**config.mk**
```make
export PLATFORM = sky130hd
export DESIGN_NAME = fixed_block_pool_allocator_core
export DESIGN_NICKNAME = d
export VERILOG_FILES = /design/src/hw/rtl/fbpa_pkg.sv /design/src/hw/rtl/fbpa_regs.sv /design/src/hw/rtl/fbpa_div.sv /design/src/hw/rtl/fbpa_dp.sv /design/src/hw/rtl/fbpa_ctrl.sv /design/src/hw/rtl/fixed_block_pool_allocator_core.sv
export SDC_FILE = /design/constraint.sdc
export NUM_CORES = 2
export LEC_CHECK = 0
export ABC_AREA = 1
export BUFFER_PORTS_ARGS = -buffer_cell sky130_fd_sc_hd__buf_4
export CAP_MARGIN = 20
export CORE_MARGIN = 2
export CORE_UTILIZATION = 63
export CTS_CLUSTER_DIAMETER = 100
export CTS_CLUSTER_SIZE = 8
export DETAILED_ROUTE_END_ITERATION = 10
export HOLD_SLACK_MARGIN = 0.05
export PLACE_DENSITY = 0.8
export SLEW_MARGIN = 20
export SYNTH_ARGS = -nofsm -noshare
export SYNTH_HDL_FRONTEND = slang
export SYNTH_SLANG_ARGS = --single-unit
export TNS_END_PERCENT = 5
```
**constraint.sdc**
```tcl
create_clock -name clk -period 14.9 [get_ports clk]
set_clock_uncertainty 0.05 [all_clocks]
set_input_delay 2.98 -clock clk [delete_from_list [all_inputs] [get_ports clk]]
set_output_delay 2.98 -clock clk [all_outputs]
set_load 0.02 [all_outputs]
```
**src/hw/rtl/fbpa_pkg.sv**
```systemverilog
// ----------------------------------------------------------------------------
// fbpa_pkg: shared types and constants of the block pool allocator
// Request and response payloads, configuration record, operation and
// register codes, and the command/status records between the controller
// and the datapath.
// ----------------------------------------------------------------------------
`default_nettype none

package fbpa_pkg;

	// Field widths.
	localparam int ADDR_W     = 32;
	localparam int SIZE_W     = 16;
	localparam int CNT_W      = 9;
	localparam int STAT_W     = 32;
	localparam int APB_ADDR_W = 4;
	localparam int APB_DATA_W = 32;

	// Divider geometry for the release offset check.
	localparam int DIV_STEPS = ADDR_W;
	localparam int DIV_CNT_W = $clog2(DIV_STEPS + 1);

	// Operation codes.
	localparam logic [1:0] OP_ALLOC   = 2'd0;
	localparam logic [1:0] OP_RELEASE = 2'd1;
	localparam logic [1:0] OP_INIT    = 2'd2;
	localparam logic [1:0] OP_CLEAR   = 2'd3;

	// Register indexes (byte address is four times the index).
	localparam logic [1:0] REG_BASE_ADDRESS = 2'd0;
	localparam logic [1:0] REG_MAX_REQUEST  = 2'd1;
	localparam logic [1:0] REG_SLOT_STRIDE  = 2'd2;
	localparam logic [1:0] REG_SLOT_COUNT   = 2'd3;

	// Register reset values.
	localparam logic [ADDR_W-1:0] RST_BASE_ADDRESS = 32'd0;
	localparam logic [SIZE_W-1:0] RST_MAX_REQUEST  = 16'd64;
	localparam logic [SIZE_W-1:0] RST_SLOT_STRIDE  = 16'd64;
	localparam logic [CNT_W-1:0]  RST_SLOT_COUNT   = 9'd256;

	typedef struct packed {
		logic [ADDR_W-1:0] base_address;
		logic [SIZE_W-1:0] max_request_size;
		logic [SIZE_W-1:0] slot_stride;
		logic [CNT_W-1:0]  slot_count;
	} cfg_t;

	typedef struct packed {
		logic [1:0]        operation;
		logic [SIZE_W-1:0] request_size;
		logic [ADDR_W-1:0] release_address;
	} req_t;

	typedef struct packed {
		logic              success;
		logic [ADDR_W-1:0] slot_address;
		logic [CNT_W-1:0]  free_slots;
		logic [CNT_W-1:0]  peak_in_use;
		logic [STAT_W-1:0] fragmentation_total;
		logic [STAT_W-1:0] allocation_total;
	} rsp_t;

	// Controller to datapath.
	typedef struct packed {
		logic latch;       // capture the accepted request
		logic rd_head;     // read the free-list head entry, form the slot offset
		logic rd_pos;      // read the entry at the divided release position
		logic div_start;   // start the offset divider
		logic sweep_step;  // write one entry of the pool sweep
		logic commit;      // apply the operation and load the response
	} cmd_t;

	// Datapath to controller.
	typedef struct packed {
		logic sweep_last;
		logic div_done;
		logic out_free;
	} sts_t;

endpackage

`default_nettype wire

```
**src/hw/rtl/fbpa_regs.sv**
```systemverilog
// ----------------------------------------------------------------------------
// fbpa_regs: configuration register file
// APB-style slave holding base address, request limit, slot stride and
// slot count. Zero wait states; reads return the stored values.
// ----------------------------------------------------------------------------
`default_nettype none

module fbpa_regs (
	input  logic                              clk,
	input  logic                              arst_n,
	input  logic                              psel,
	input  logic                              penable,
	input  logic                              pwrite,
	input  logic [fbpa_pkg::APB_ADDR_W-1:0]   paddr,
	input  logic [fbpa_pkg::APB_DATA_W-1:0]   pwdata,
	output logic [fbpa_pkg::APB_DATA_W-1:0]   prdata,
	output logic                              pready,
	output fbpa_pkg::cfg_t                    cfg
);
	import fbpa_pkg::*;

	cfg_t       cfg_q;
	logic       wr_en;
	logic [1:0] reg_idx;

	assign pready  = 1'b1;
	assign wr_en   = psel & penable & pwrite;
	assign reg_idx = paddr[3:2];

	// Register writes.
	always_ff @(posedge clk or negedge arst_n) begin
		if (!arst_n) begin
			cfg_q.base_address     <= RST_BASE_ADDRESS;
			cfg_q.max_request_size <= RST_MAX_REQUEST;
			cfg_q.slot_stride      <= RST_SLOT_STRIDE;
			cfg_q.slot_count       <= RST_SLOT_COUNT;
		end else if (wr_en) begin
			case (reg_idx)
				REG_BASE_ADDRESS: cfg_q.base_address     <= pwdata;
				REG_MAX_REQUEST:  cfg_q.max_request_size <= pwdata[SIZE_W-1:0];
				REG_SLOT_STRIDE:  cfg_q.slot_stride      <= pwdata[SIZE_W-1:0];
				REG_SLOT_COUNT:   cfg_q.slot_count       <= pwdata[CNT_W-1:0];
				default: ;
			endcase
		end
	end

	// Read mux.
	always_comb begin
		case (reg_idx)
			REG_BASE_ADDRESS: prdata = cfg_q.base_address;
			REG_MAX_REQUEST:  prdata = APB_DATA_W'(cfg_q.max_request_size);
			REG_SLOT_STRIDE:  prdata = APB_DATA_W'(cfg_q.slot_stride);
			REG_SLOT_COUNT:   prdata = APB_DATA_W'(cfg_q.slot_count);
			default:          prdata = '0;
		endcase
	end

	assign cfg = cfg_q;

endmodule

`default_nettype wire

```
**src/hw/rtl/fbpa_div.sv**
```systemverilog
// ----------------------------------------------------------------------------
// fbpa_div: iterative offset divider
// Restoring division of a 32-bit offset by the 16-bit slot stride, one
// quotient bit per cycle. Results hold until the next start.
// ----------------------------------------------------------------------------
`default_nettype none

module fbpa_div (
	input  logic                          clk,
	input  logic                          arst_n,
	input  logic                          start,
	input  logic [fbpa_pkg::ADDR_W-1:0]   dividend,
	input  logic [fbpa_pkg::SIZE_W-1:0]   divisor,
	output logic                          done,
	output logic [fbpa_pkg::ADDR_W-1:0]   quotient,
	output logic [fbpa_pkg::SIZE_W-1:0]   remainder
);
	import fbpa_pkg::*;

	logic [DIV_CNT_W-1:0] cnt_q;
	logic [ADDR_W-1:0]    quot_q;
	logic [SIZE_W-1:0]    rem_q;
	logic [SIZE_W-1:0]    divisor_q;
	logic [SIZE_W+1:0]    trial;

	assign done = (cnt_q == DIV_CNT_W'(DIV_STEPS));

	// Shift in the next dividend bit and try to subtract the divisor.
	assign trial = {1'b0, rem_q, quot_q[ADDR_W-1]} - {2'b00, divisor_q};

	// Step counter; it idles at the final count.
	always_ff @(posedge clk or negedge arst_n) begin
		if (!arst_n) begin
			cnt_q <= DIV_CNT_W'(DIV_STEPS);
		end else if (start) begin
			cnt_q <= '0;
		end else if (!done) begin
			cnt_q <= cnt_q + 1'b1;
		end
	end

	// Partial remainder and quotient shift register.
	always_ff @(posedge clk) begin
		if (start) begin
			quot_q    <= dividend;
			rem_q     <= '0;
			divisor_q <= divisor;
		end else if (!done) begin
			if (!trial[SIZE_W+1]) begin
				rem_q <= trial[SIZE_W-1:0];
			end else begin
				rem_q <= {rem_q[SIZE_W-2:0], quot_q[ADDR_W-1]};
			end
			quot_q <= {quot_q[ADDR_W-2:0], ~trial[SIZE_W+1]};
		end
	end

	assign quotient  = quot_q;
	assign remainder = rem_q;

endmodule

`default_nettype wire

```
**src/hw/rtl/fbpa_dp.sv**
```systemverilog
// ----------------------------------------------------------------------------
// fbpa_dp: allocator datapath
// Link/busy memory, free-list head and counters, statistics, the sweep
// counter, the offset divider and the response register.
// ----------------------------------------------------------------------------
`default_nettype none

module fbpa_dp #(
	parameter int MAX_SLOTS = 256
) (
	input  logic            clk,
	input  logic            arst_n,
	input  fbpa_pkg::cfg_t  cfg,
	input  fbpa_pkg::req_t  req_data,
	input  fbpa_pkg::cmd_t  cmd,
	output fbpa_pkg::sts_t  sts,
	output logic            rsp_valid,
	input  logic            rsp_stall,
	output fbpa_pkg::rsp_t  rsp_data
);
	import fbpa_pkg::*;

	localparam int IDX_W  = (MAX_SLOTS > 1) ? $clog2(MAX_SLOTS) : 1;
	localparam int WORD_W = IDX_W + 1;
	localparam int PROD_W = IDX_W + SIZE_W;

	// Each memory word holds the busy bit over the next-free link.
	logic [WORD_W-1:0] pool_mem_q [MAX_SLOTS];
	logic [WORD_W-1:0] rd_word_q;
	logic              mem_we;
	logic [IDX_W-1:0]  mem_wa;
	logic [WORD_W-1:0] mem_wd;
	logic [IDX_W-1:0]  mem_ra;

	logic [IDX_W-1:0]  head_q;
	logic [CNT_W-1:0]  free_count_q;
	logic [CNT_W-1:0]  peak_q;
	logic [STAT_W-1:0] frag_q;
	logic [STAT_W-1:0] grant_q;
	logic [IDX_W-1:0]  sweep_cnt_q;
	logic [1:0]        op_q;
	logic [SIZE_W-1:0] size_q;
	logic [ADDR_W-1:0] addr_q;
	logic [PROD_W-1:0] prod_q;
	logic              rsp_valid_q;
	rsp_t              rsp_q;

	logic [CNT_W-1:0]  eff_count;
	logic [IDX_W-1:0]  link_init;
	logic [IDX_W-1:0]  alloc_link;
	logic [IDX_W-1:0]  rel_pos;
	logic              alloc_grant;
	logic              rel_ok;
	logic              div_done;
	logic [ADDR_W-1:0] div_quot;
	logic [SIZE_W-1:0] div_rem;

	logic [IDX_W-1:0]  head_d;
	logic [CNT_W-1:0]  free_count_d;
	logic [CNT_W-1:0]  peak_d;
	logic [STAT_W-1:0] frag_d;
	logic [STAT_W-1:0] grant_d;
	logic [CNT_W-1:0]  in_use;
	rsp_t              rsp_d;

	// Slot count in use, saturated at the pool capacity.
	assign eff_count = (32'(cfg.slot_count) > MAX_SLOTS) ? CNT_W'(MAX_SLOTS)
	                                                     : cfg.slot_count;

	// Sweep link: slot i points to i+1, the last slot in use points to zero.
	assign link_init = ((32'(sweep_cnt_q) + 32'd1) < 32'(eff_count))
	                   ? sweep_cnt_q + IDX_W'(1) : '0;

	// Offset divider for release checks.
	fbpa_div u_div (
		.clk       (clk),
		.arst_n    (arst_n),
		.start     (cmd.div_start),
		.dividend  (req_data.release_address - cfg.base_address),
		.divisor   (cfg.slot_stride),
		.done      (div_done),
		.quotient  (div_quot),
		.remainder (div_rem)
	);

	assign alloc_link = rd_word_q[IDX_W-1:0];
	assign rel_pos    = div_quot[IDX_W-1:0];

	assign alloc_grant = (op_q == OP_ALLOC) && (size_q <= cfg.max_request_size)
	                     && (free_count_q != '0);
	assign rel_ok      = (op_q == OP_RELEASE) && (cfg.slot_stride != '0)
	                     && (addr_q >= cfg.base_address) && (div_rem == '0)
	                     && (div_quot < 32'(eff_count)) && rd_word_q[IDX_W];

	// Request capture and slot offset product.
	always_ff @(posedge clk) begin
		if (cmd.latch) begin
			op_q   <= req_data.operation;
			size_q <= req_data.request_size;
			addr_q <= req_data.release_address;
		end
		if (cmd.rd_head) begin
			prod_q <= head_q * cfg.slot_stride;
		end
	end

	// Memory ports: one write, one registered read.
	always_comb begin
		mem_we = 1'b0;
		mem_wa = sweep_cnt_q;
		mem_wd = {1'b0, link_init};
		if (cmd.sweep_step) begin
			mem_we = 1'b1;
		end else if (cmd.commit && alloc_grant) begin
			mem_we = 1'b1;
			mem_wa = head_q;
			mem_wd = {1'b1, alloc_link};
		end else if (cmd.commit && rel_ok) begin
			mem_we = 1'b1;
			mem_wa = rel_pos;
			mem_wd = {1'b0, head_q};
		end
	end

	assign mem_ra = cmd.rd_pos ? rel_pos : head_q;

	always_ff @(posedge clk) begin
		if (mem_we) begin
			pool_mem_q[mem_wa] <= mem_wd;
		end
		if (cmd.rd_head || cmd.rd_pos) begin
			rd_word_q <= pool_mem_q[mem_ra];
		end
	end

	// Sweep counter, shared by the clearing pass and initialize.
	always_ff @(posedge clk or negedge arst_n) begin
		if (!arst_n) begin
			sweep_cnt_q <= '0;
		end else if (cmd.sweep_step) begin
			sweep_cnt_q <= sts.sweep_last ? '0 : sweep_cnt_q + IDX_W'(1);
		end
	end

	// Next pool state and response for the operation being finished.
	always_comb begin
		head_d       = head_q;
		free_count_d = free_count_q;
		peak_d       = peak_q;
		frag_d       = frag_q;
		grant_d      = grant_q;
		in_use       = '0;
		rsp_d.success      = 1'b1;
		rsp_d.slot_address = '0;
		case (op_q)
			OP_ALLOC: begin
				rsp_d.success = alloc_grant;
				if (alloc_grant) begin
					rsp_d.slot_address = cfg.base_address + ADDR_W'(prod_q);
					head_d       = alloc_link;
					free_count_d = free_count_q - 1'b1;
					frag_d  = frag_q + (STAT_W'(cfg.max_request_size) - STAT_W'(size_q));
					grant_d = grant_q + 1'b1;
					in_use  = (eff_count > free_count_d) ? eff_count - free_count_d : '0;
					if (in_use > peak_q) begin
						peak_d = in_use;
					end
				end
			end
			OP_RELEASE: begin
				rsp_d.success = rel_ok;
				if (rel_ok) begin
					head_d       = rel_pos;
					free_count_d = free_count_q + 1'b1;
				end
			end
			OP_INIT: begin
				head_d       = '0;
				free_count_d = eff_count;
				peak_d       = '0;
				frag_d       = '0;
				grant_d      = '0;
			end
			default: begin
				peak_d  = '0;
				frag_d  = '0;
				grant_d = '0;
			end
		endcase
		rsp_d.free_slots          = free_count_d;
		rsp_d.peak_in_use         = peak_d;
		rsp_d.fragmentation_total = frag_d;
		rsp_d.allocation_total    = grant_d;
	end

	// Pool state registers.
	always_ff @(posedge clk or negedge arst_n) begin
		if (!arst_n) begin
			head_q       <= '0;
			free_count_q <= '0;
			peak_q       <= '0;
			frag_q       <= '0;
			grant_q      <= '0;
		end else if (cmd.commit) begin
			head_q       <= head_d;
			free_count_q <= free_count_d;
			peak_q       <= peak_d;
			frag_q       <= frag_d;
			grant_q      <= grant_d;
		end
	end

	// Response register: loaded on commit, freed when taken.
	always_ff @(posedge clk or negedge arst_n) begin
		if (!arst_n) begin
			rsp_valid_q <= 1'b0;
		end else if (cmd.commit) begin
			rsp_valid_q <= 1'b1;
		end else if (!rsp_stall) begin
			rsp_valid_q <= 1'b0;
		end
	end

	always_ff @(posedge clk) begin
		if (cmd.commit) begin
			rsp_q <= rsp_d;
		end
	end

	assign rsp_valid = rsp_valid_q;
	assign rsp_data  = rsp_q;

	assign sts.sweep_last = (sweep_cnt_q == IDX_W'(MAX_SLOTS - 1));
	assign sts.div_done   = div_done;
	assign sts.out_free   = !rsp_valid_q || !rsp_stall;

	// The free count never exceeds the pool capacity.
	a_free_bound: assert property (@(posedge clk) disable iff (!arst_n)
		32'(free_count_q) <= MAX_SLOTS)
		else $error("free count above pool capacity");

	// A new response appears only through a commit.
	a_rsp_from_commit: assert property (@(posedge clk) disable iff (!arst_n)
		$rose(rsp_valid_q) |-> $past(cmd.commit))
		else $error("response raised without commit");

	// Every granted allocation advances the grant counter by one.
	a_grant_count: assert property (@(posedge clk) disable iff (!arst_n)
		cmd.commit && alloc_grant |=> grant_q == $past(grant_q) + 32'd1)
		else $error("grant counter missed a granted allocation");

endmodule

`default_nettype wire

```
**src/hw/rtl/fbpa_ctrl.sv**
```systemverilog
// ----------------------------------------------------------------------------
// fbpa_ctrl: allocator controller
// Sequences the clearing pass after reset and each request through the
// datapath: head read, divide and position read, pool sweep or none, then commit.
// ----------------------------------------------------------------------------
`default_nettype none

module fbpa_ctrl (
	input  logic            clk,
	input  logic            arst_n,
	input  logic            req_valid,
	input  logic [1:0]      operation,
	output logic            req_stall,
	input  fbpa_pkg::sts_t  sts,
	output fbpa_pkg::cmd_t  cmd
);
	import fbpa_pkg::*;

	localparam logic [2:0] S_CLEAR_PASS = 3'd0;
	localparam logic [2:0] S_IDLE       = 3'd1;
	localparam logic [2:0] S_SWEEP      = 3'd2;
	localparam logic [2:0] S_DIV        = 3'd3;
	localparam logic [2:0] S_REL_RD     = 3'd4;
	localparam logic [2:0] S_FINISH     = 3'd5;

	logic [2:0] state_q;
	logic [2:0] state_d;

	assign req_stall = (state_q != S_IDLE);

	// Next state and command decode.
	always_comb begin
		state_d = state_q;
		cmd     = '0;
		case (state_q)
			S_CLEAR_PASS: begin
				cmd.sweep_step = 1'b1;
				if (sts.sweep_last) begin
					state_d = S_IDLE;
				end
			end
			S_IDLE: begin
				if (req_valid) begin
					cmd.latch = 1'b1;
					case (operation)
						OP_ALLOC: begin
							cmd.rd_head = 1'b1;
							state_d     = S_FINISH;
						end
						OP_RELEASE: begin
							cmd.div_start = 1'b1;
							state_d       = S_DIV;
						end
						OP_INIT: state_d = S_SWEEP;
						default: state_d = S_FINISH;
					endcase
				end
			end
			S_SWEEP: begin
				cmd.sweep_step = 1'b1;
				if (sts.sweep_last) begin
					state_d = S_FINISH;
				end
			end
			S_DIV: begin
				if (sts.div_done) begin
					state_d = S_REL_RD;
				end
			end
			S_REL_RD: begin
				cmd.rd_pos = 1'b1;
				state_d    = S_FINISH;
			end
			S_FINISH: begin
				if (sts.out_free) begin
					cmd.commit = 1'b1;
					state_d    = S_IDLE;
				end
			end
			default: state_d = S_IDLE;
		endcase
	end

	always_ff @(posedge clk or negedge arst_n) begin
		if (!arst_n) begin
			state_q <= S_CLEAR_PASS;
		end else begin
			state_q <= state_d;
		end
	end

endmodule

`default_nettype wire

```
**src/hw/rtl/fixed_block_pool_allocator_core.sv**
```systemverilog
// ----------------------------------------------------------------------------
// fixed_block_pool_allocator_core: fixed-size block pool allocator
// Equal-sized slots tracked by a linked free list and per-slot busy bits,
// with allocate, release, initialize and clear-statistics requests.
//
//   channel  | flow | handshake                  | payload
//   ---------+------+----------------------------+------------------
//   req      | in   | req_valid / req_stall      | fbpa_pkg::req_t
//   rsp      | out  | rsp_valid / rsp_stall      | fbpa_pkg::rsp_t
//   apb      | in   | psel, penable, pready      | paddr/pwdata/prdata
//
// Allocate and clear statistics: the request is taken, and it commits once the
// response register is free (for allocate, the registered link read lands first).
// Release: the stride divider retires one quotient bit per cycle, the
// controller sees it finish, then the busy/link entry is read and the request
// commits.
// Initialize sweeps every memory entry, one entry swept per cycle, then commits.
// After reset a clearing pass over every memory entry holds req_stall high.
// A finished response waits in its register while the next request is taken.
// ----------------------------------------------------------------------------
`default_nettype none

module fixed_block_pool_allocator_core #(
	parameter int MAX_SLOTS = 256
) (
	input  logic                              clk,
	input  logic                              arst_n,
	input  logic                              req_valid,
	output logic                              req_stall,
	input  fbpa_pkg::req_t                    req_data,
	output logic                              rsp_valid,
	input  logic                              rsp_stall,
	output fbpa_pkg::rsp_t                    rsp_data,
	input  logic                              psel,
	input  logic                              penable,
	input  logic                              pwrite,
	input  logic [fbpa_pkg::APB_ADDR_W-1:0]   paddr,
	input  logic [fbpa_pkg::APB_DATA_W-1:0]   pwdata,
	output logic [fbpa_pkg::APB_DATA_W-1:0]   prdata,
	output logic                              pready
);
	import fbpa_pkg::*;

	cfg_t cfg;
	cmd_t cmd;
	sts_t sts;

	// Configuration registers.
	fbpa_regs u_regs (
		.clk     (clk),
		.arst_n  (arst_n),
		.psel    (psel),
		.penable (penable),
		.pwrite  (pwrite),
		.paddr   (paddr),
		.pwdata  (pwdata),
		.prdata  (prdata),
		.pready  (pready),
		.cfg     (cfg)
	);

	// Sequencer.
	fbpa_ctrl u_ctrl (
		.clk       (clk),
		.arst_n    (arst_n),
		.req_valid (req_valid),
		.operation (req_data.operation),
		.req_stall (req_stall),
		.sts       (sts),
		.cmd       (cmd)
	);

	// Pool storage and arithmetic.
	fbpa_dp #(
		.MAX_SLOTS (MAX_SLOTS)
	) u_dp (
		.clk       (clk),
		.arst_n    (arst_n),
		.cfg       (cfg),
		.req_data  (req_data),
		.cmd       (cmd),
		.sts       (sts),
		.rsp_valid (rsp_valid),
		.rsp_stall (rsp_stall),
		.rsp_data  (rsp_data)
	);

endmodule

`default_nettype wire

```
==> results.cfg <==
[logic_synthesis]
yosysMostFrequentCell = edfxtp_1
synth_commonest_cells = edfxtp_1, nor2_1, o21ai_0, nand2_1, inv_1
synth_area_leaders = edfxtp_1, o21ai_0, nor2_1
synth_area_um2 = 122200
postSynthCellCount = 10540
synth_seq_area_share_pct = 66.63
synth_top_area_share_pct = 62.66
synth_edf_count = 2550
synth_nets = 10960
yosysWarnings = 0
synthFlopType = edfxtp_1
synth_top_area_cell = edfxtp_1
synth.distinct_cells = 61
avgSynthCellArea_um2 = 11.60
ys_async_sr_fraction_pct = 6.589
ys_ff_latch = 2747

[placed_design]
place_inst = 12750
io_buffers = 239
dpl.hpwl_mm = 189.2
gp_congestion = 0.9638

[sta]
tightest_slew_ns = 1.178
finalSetupViolations = 0
fmaxAchievable_mhz = 131.7
min_period_ns = 7.593
slew_headroom_pct = 21.37
min_period_over_period_pct = 50.96
slew_violations = 0
hold_viol = 0
rsz0062_at_grt = no
finalSetupTns_ns = 0

[global_routing]
grt_start_max_net_pins = 256
first_global_vias = 83610
grt_util_all_layers_pct = 32.87
grt-ovfl-total = 0
grt_first_pass_wirelength_mm = 497.6
grt_antenna_before_repair = 4

[clocking]
cts_tree = built
cts.path.max_buffers = 4
ctsHoldBuffers = 0
numCtsBuffers = 393
clock-sinks = 2747
path_clk_slew_ns = 0.05
ctsResizeCount = 0
clock_latency_ns = 0.99
postCtsSetupBuffers = 0
cts_root_buf = clkbuf_16
ctsHtreeMaxLevel = 5

[worst_hold_path]
hp-class = register to register

[setup_path]
crit_type = primary input to output port
required_ns = 11.87
cp.arrival_ns = 4.56
crit_fanout = 12
crit_path_start_kind = primary input
cp-end-kind = output port

[detailed_routing]
ant_nets = 0
drc = 0
drt-initial-drc-count = 13290
vias = 87930
drt_wl_total_mm = 332.5
vias_per_cell = 6.642
dr.pass1.iters = 10
wl_per_cell_um = 25.12

[finish]
finalNonFillerCells = 13240
drive_above_1_share_pct = 8.178
fillCellCount = 12340
seq_area_um2 = 81430
final_nets = 11050
syn_to_final_growth_pct = 11.34
multi_input_area_um2 = 35900

[power]
p_per_area_nw_per_um2 = 209.3
power_mw = 28.48
p_leak_nw = 49.07
peakVddDrop_mv = 0.3483

[floorplan]
core_um2 = 192600
num_rows = 161
die-area_um2 = 197500
initial_utilization_pct = 63.46
io-pin-count = 243
die_h_um = 444.4
die_w_um = 444.4

[run_status]
status = finished, final reports clean

[flow_run]
maxCapViolCount = 0
-- layer usage --
layer / up-vias / part of all wire, % / track usage [%]
met5: - / 0.012 / 0
met4: 6 / 5.2 / 15.84
met3: 1072 / 12 / 7.456
met2: 6438 / 46 / 50.31
met1: 42090 / 37 / 45.00
li1: 38330 / - / -
-- sequential cells by signal, summed over array words and instances (netlist names), 24 cells and up --
signal	count
u_dp.u_div.quotient	32
u_dp.addr_q	32
u_dp.frag_q	32
u_dp.rsp_data	115
u_regs.cfg	73
u_dp.grant_q	32
u_dp.pool_mem_q	2304
u_dp.prod_q	24
-- worst paths after layout --
check	from	endpoint	slack, ns	depth (start not counted)
worst min register to register	u_dp.u_div.remainder[13]$_SDFFE_PP0P_	u_dp.u_div.remainder[13]$_SDFFE_PP0P_	0.44	2
worst min-delay path	u_dp.u_div.remainder[13]$_SDFFE_PP0P_	u_dp.u_div.remainder[13]$_SDFFE_PP0P_	0.44	2
max in group asynchronous	arst_n	u_dp.frag_q[23]$_DFFE_PN0P_	10.74	3
worst max register to register	u_dp.op_q[1]$_DFFE_PP_	u_dp.pool_mem_q[189][0]$_DFFE_PP_	8.60	20
worst max-delay path	paddr[3]	prdata[6]	7.31	8
min in group asynchronous	arst_n	u_regs.cfg[70]$_DFFE_PN0P_	1.95	1
-- worst max-delay path, stage by stage --
cell	delay, ns
buf_4	0.09
inv_1	0.05
nor2_1	0.37
inv_1	0.34
nor2_1	0.19
a221oi_1	0.08
o21ai_0	0.23
buf_4	0.24
-- layout make-up --
type,count,area share (%)
diodes,2,0.003678
clock buffers,474,7.561
clock inverters,10,0.09931
inverters,630,1.765
multi-input cells,6512,26.38
flip-flops and latches,2747,59.84
well taps,2526,2.323
repair buffers,339,2.020
-- cells by family after synthesis --
| kind of cell | Yosys count | share of synthesized area (%) |
|---|---|---|
| flops | 2747 | 66.63 |
| buf+inv | 1278 | 4.131 |
| simple gates | 3178 | 10.71 |
| fa+ha+maj | 331 | 3.942 |
| other cells | 1 | 0.003068 |
| compound gates | 2894 | 13.81 |
| xor+xnor | 108 | 0.7740 |
-- layout by cell type (no fill, tap or decap), types with 45 or more instances in the layout --
cell / Yosys / routed
nand3_1: 379 / 379
buf_4: 15 / 322
fa_1: 90 / 90
xnor2_1: 45 / 45
inv_1: 603 / 603
edfxtp_1: 2550 / 2550
o211ai_1: 247 / 247
o21bai_1: 56 / 56
xor2_1: 63 / 63
ha_1: 241 / 241
clkbuf_16: 0 / 400
nand2_1: 914 / 913
o22ai_1: 419 / 419
a21oi_1: 261 / 261
o221ai_1: 229 / 229
nand4_1: 57 / 57
dfrtp_1: 177 / 177
clkbuf_1: 495 / 74
nor2_1: 1662 / 1652
o21ai_0: 1542 / 1541
nor3_1: 49 / 49
-- report_power, final --
part	internal, mW	leakage [nW]	switching [mW]
logic	2.81	17.3	7.76
registers	9.76	26.7	0.330
clock network	4.74	5.07	3.07
total	17.3	49.1	11.2
-- per-stage QoR --
step	cell area (um^2)	worst slack, ns	util, %	hold slack, ns
after floorplan	122200	2.048	-	0.3696
after global placement	125500	6.581	65.18	0.4167
after detailed placement	125500	6.580	65.19	0.4262
after CTS	136000	7.351	70.60	0.4357
after global routing	136100	7.192	70.65	0.4545
final	136100	7.307	70.65	0.4352
(Power assumes the default switching activity.)
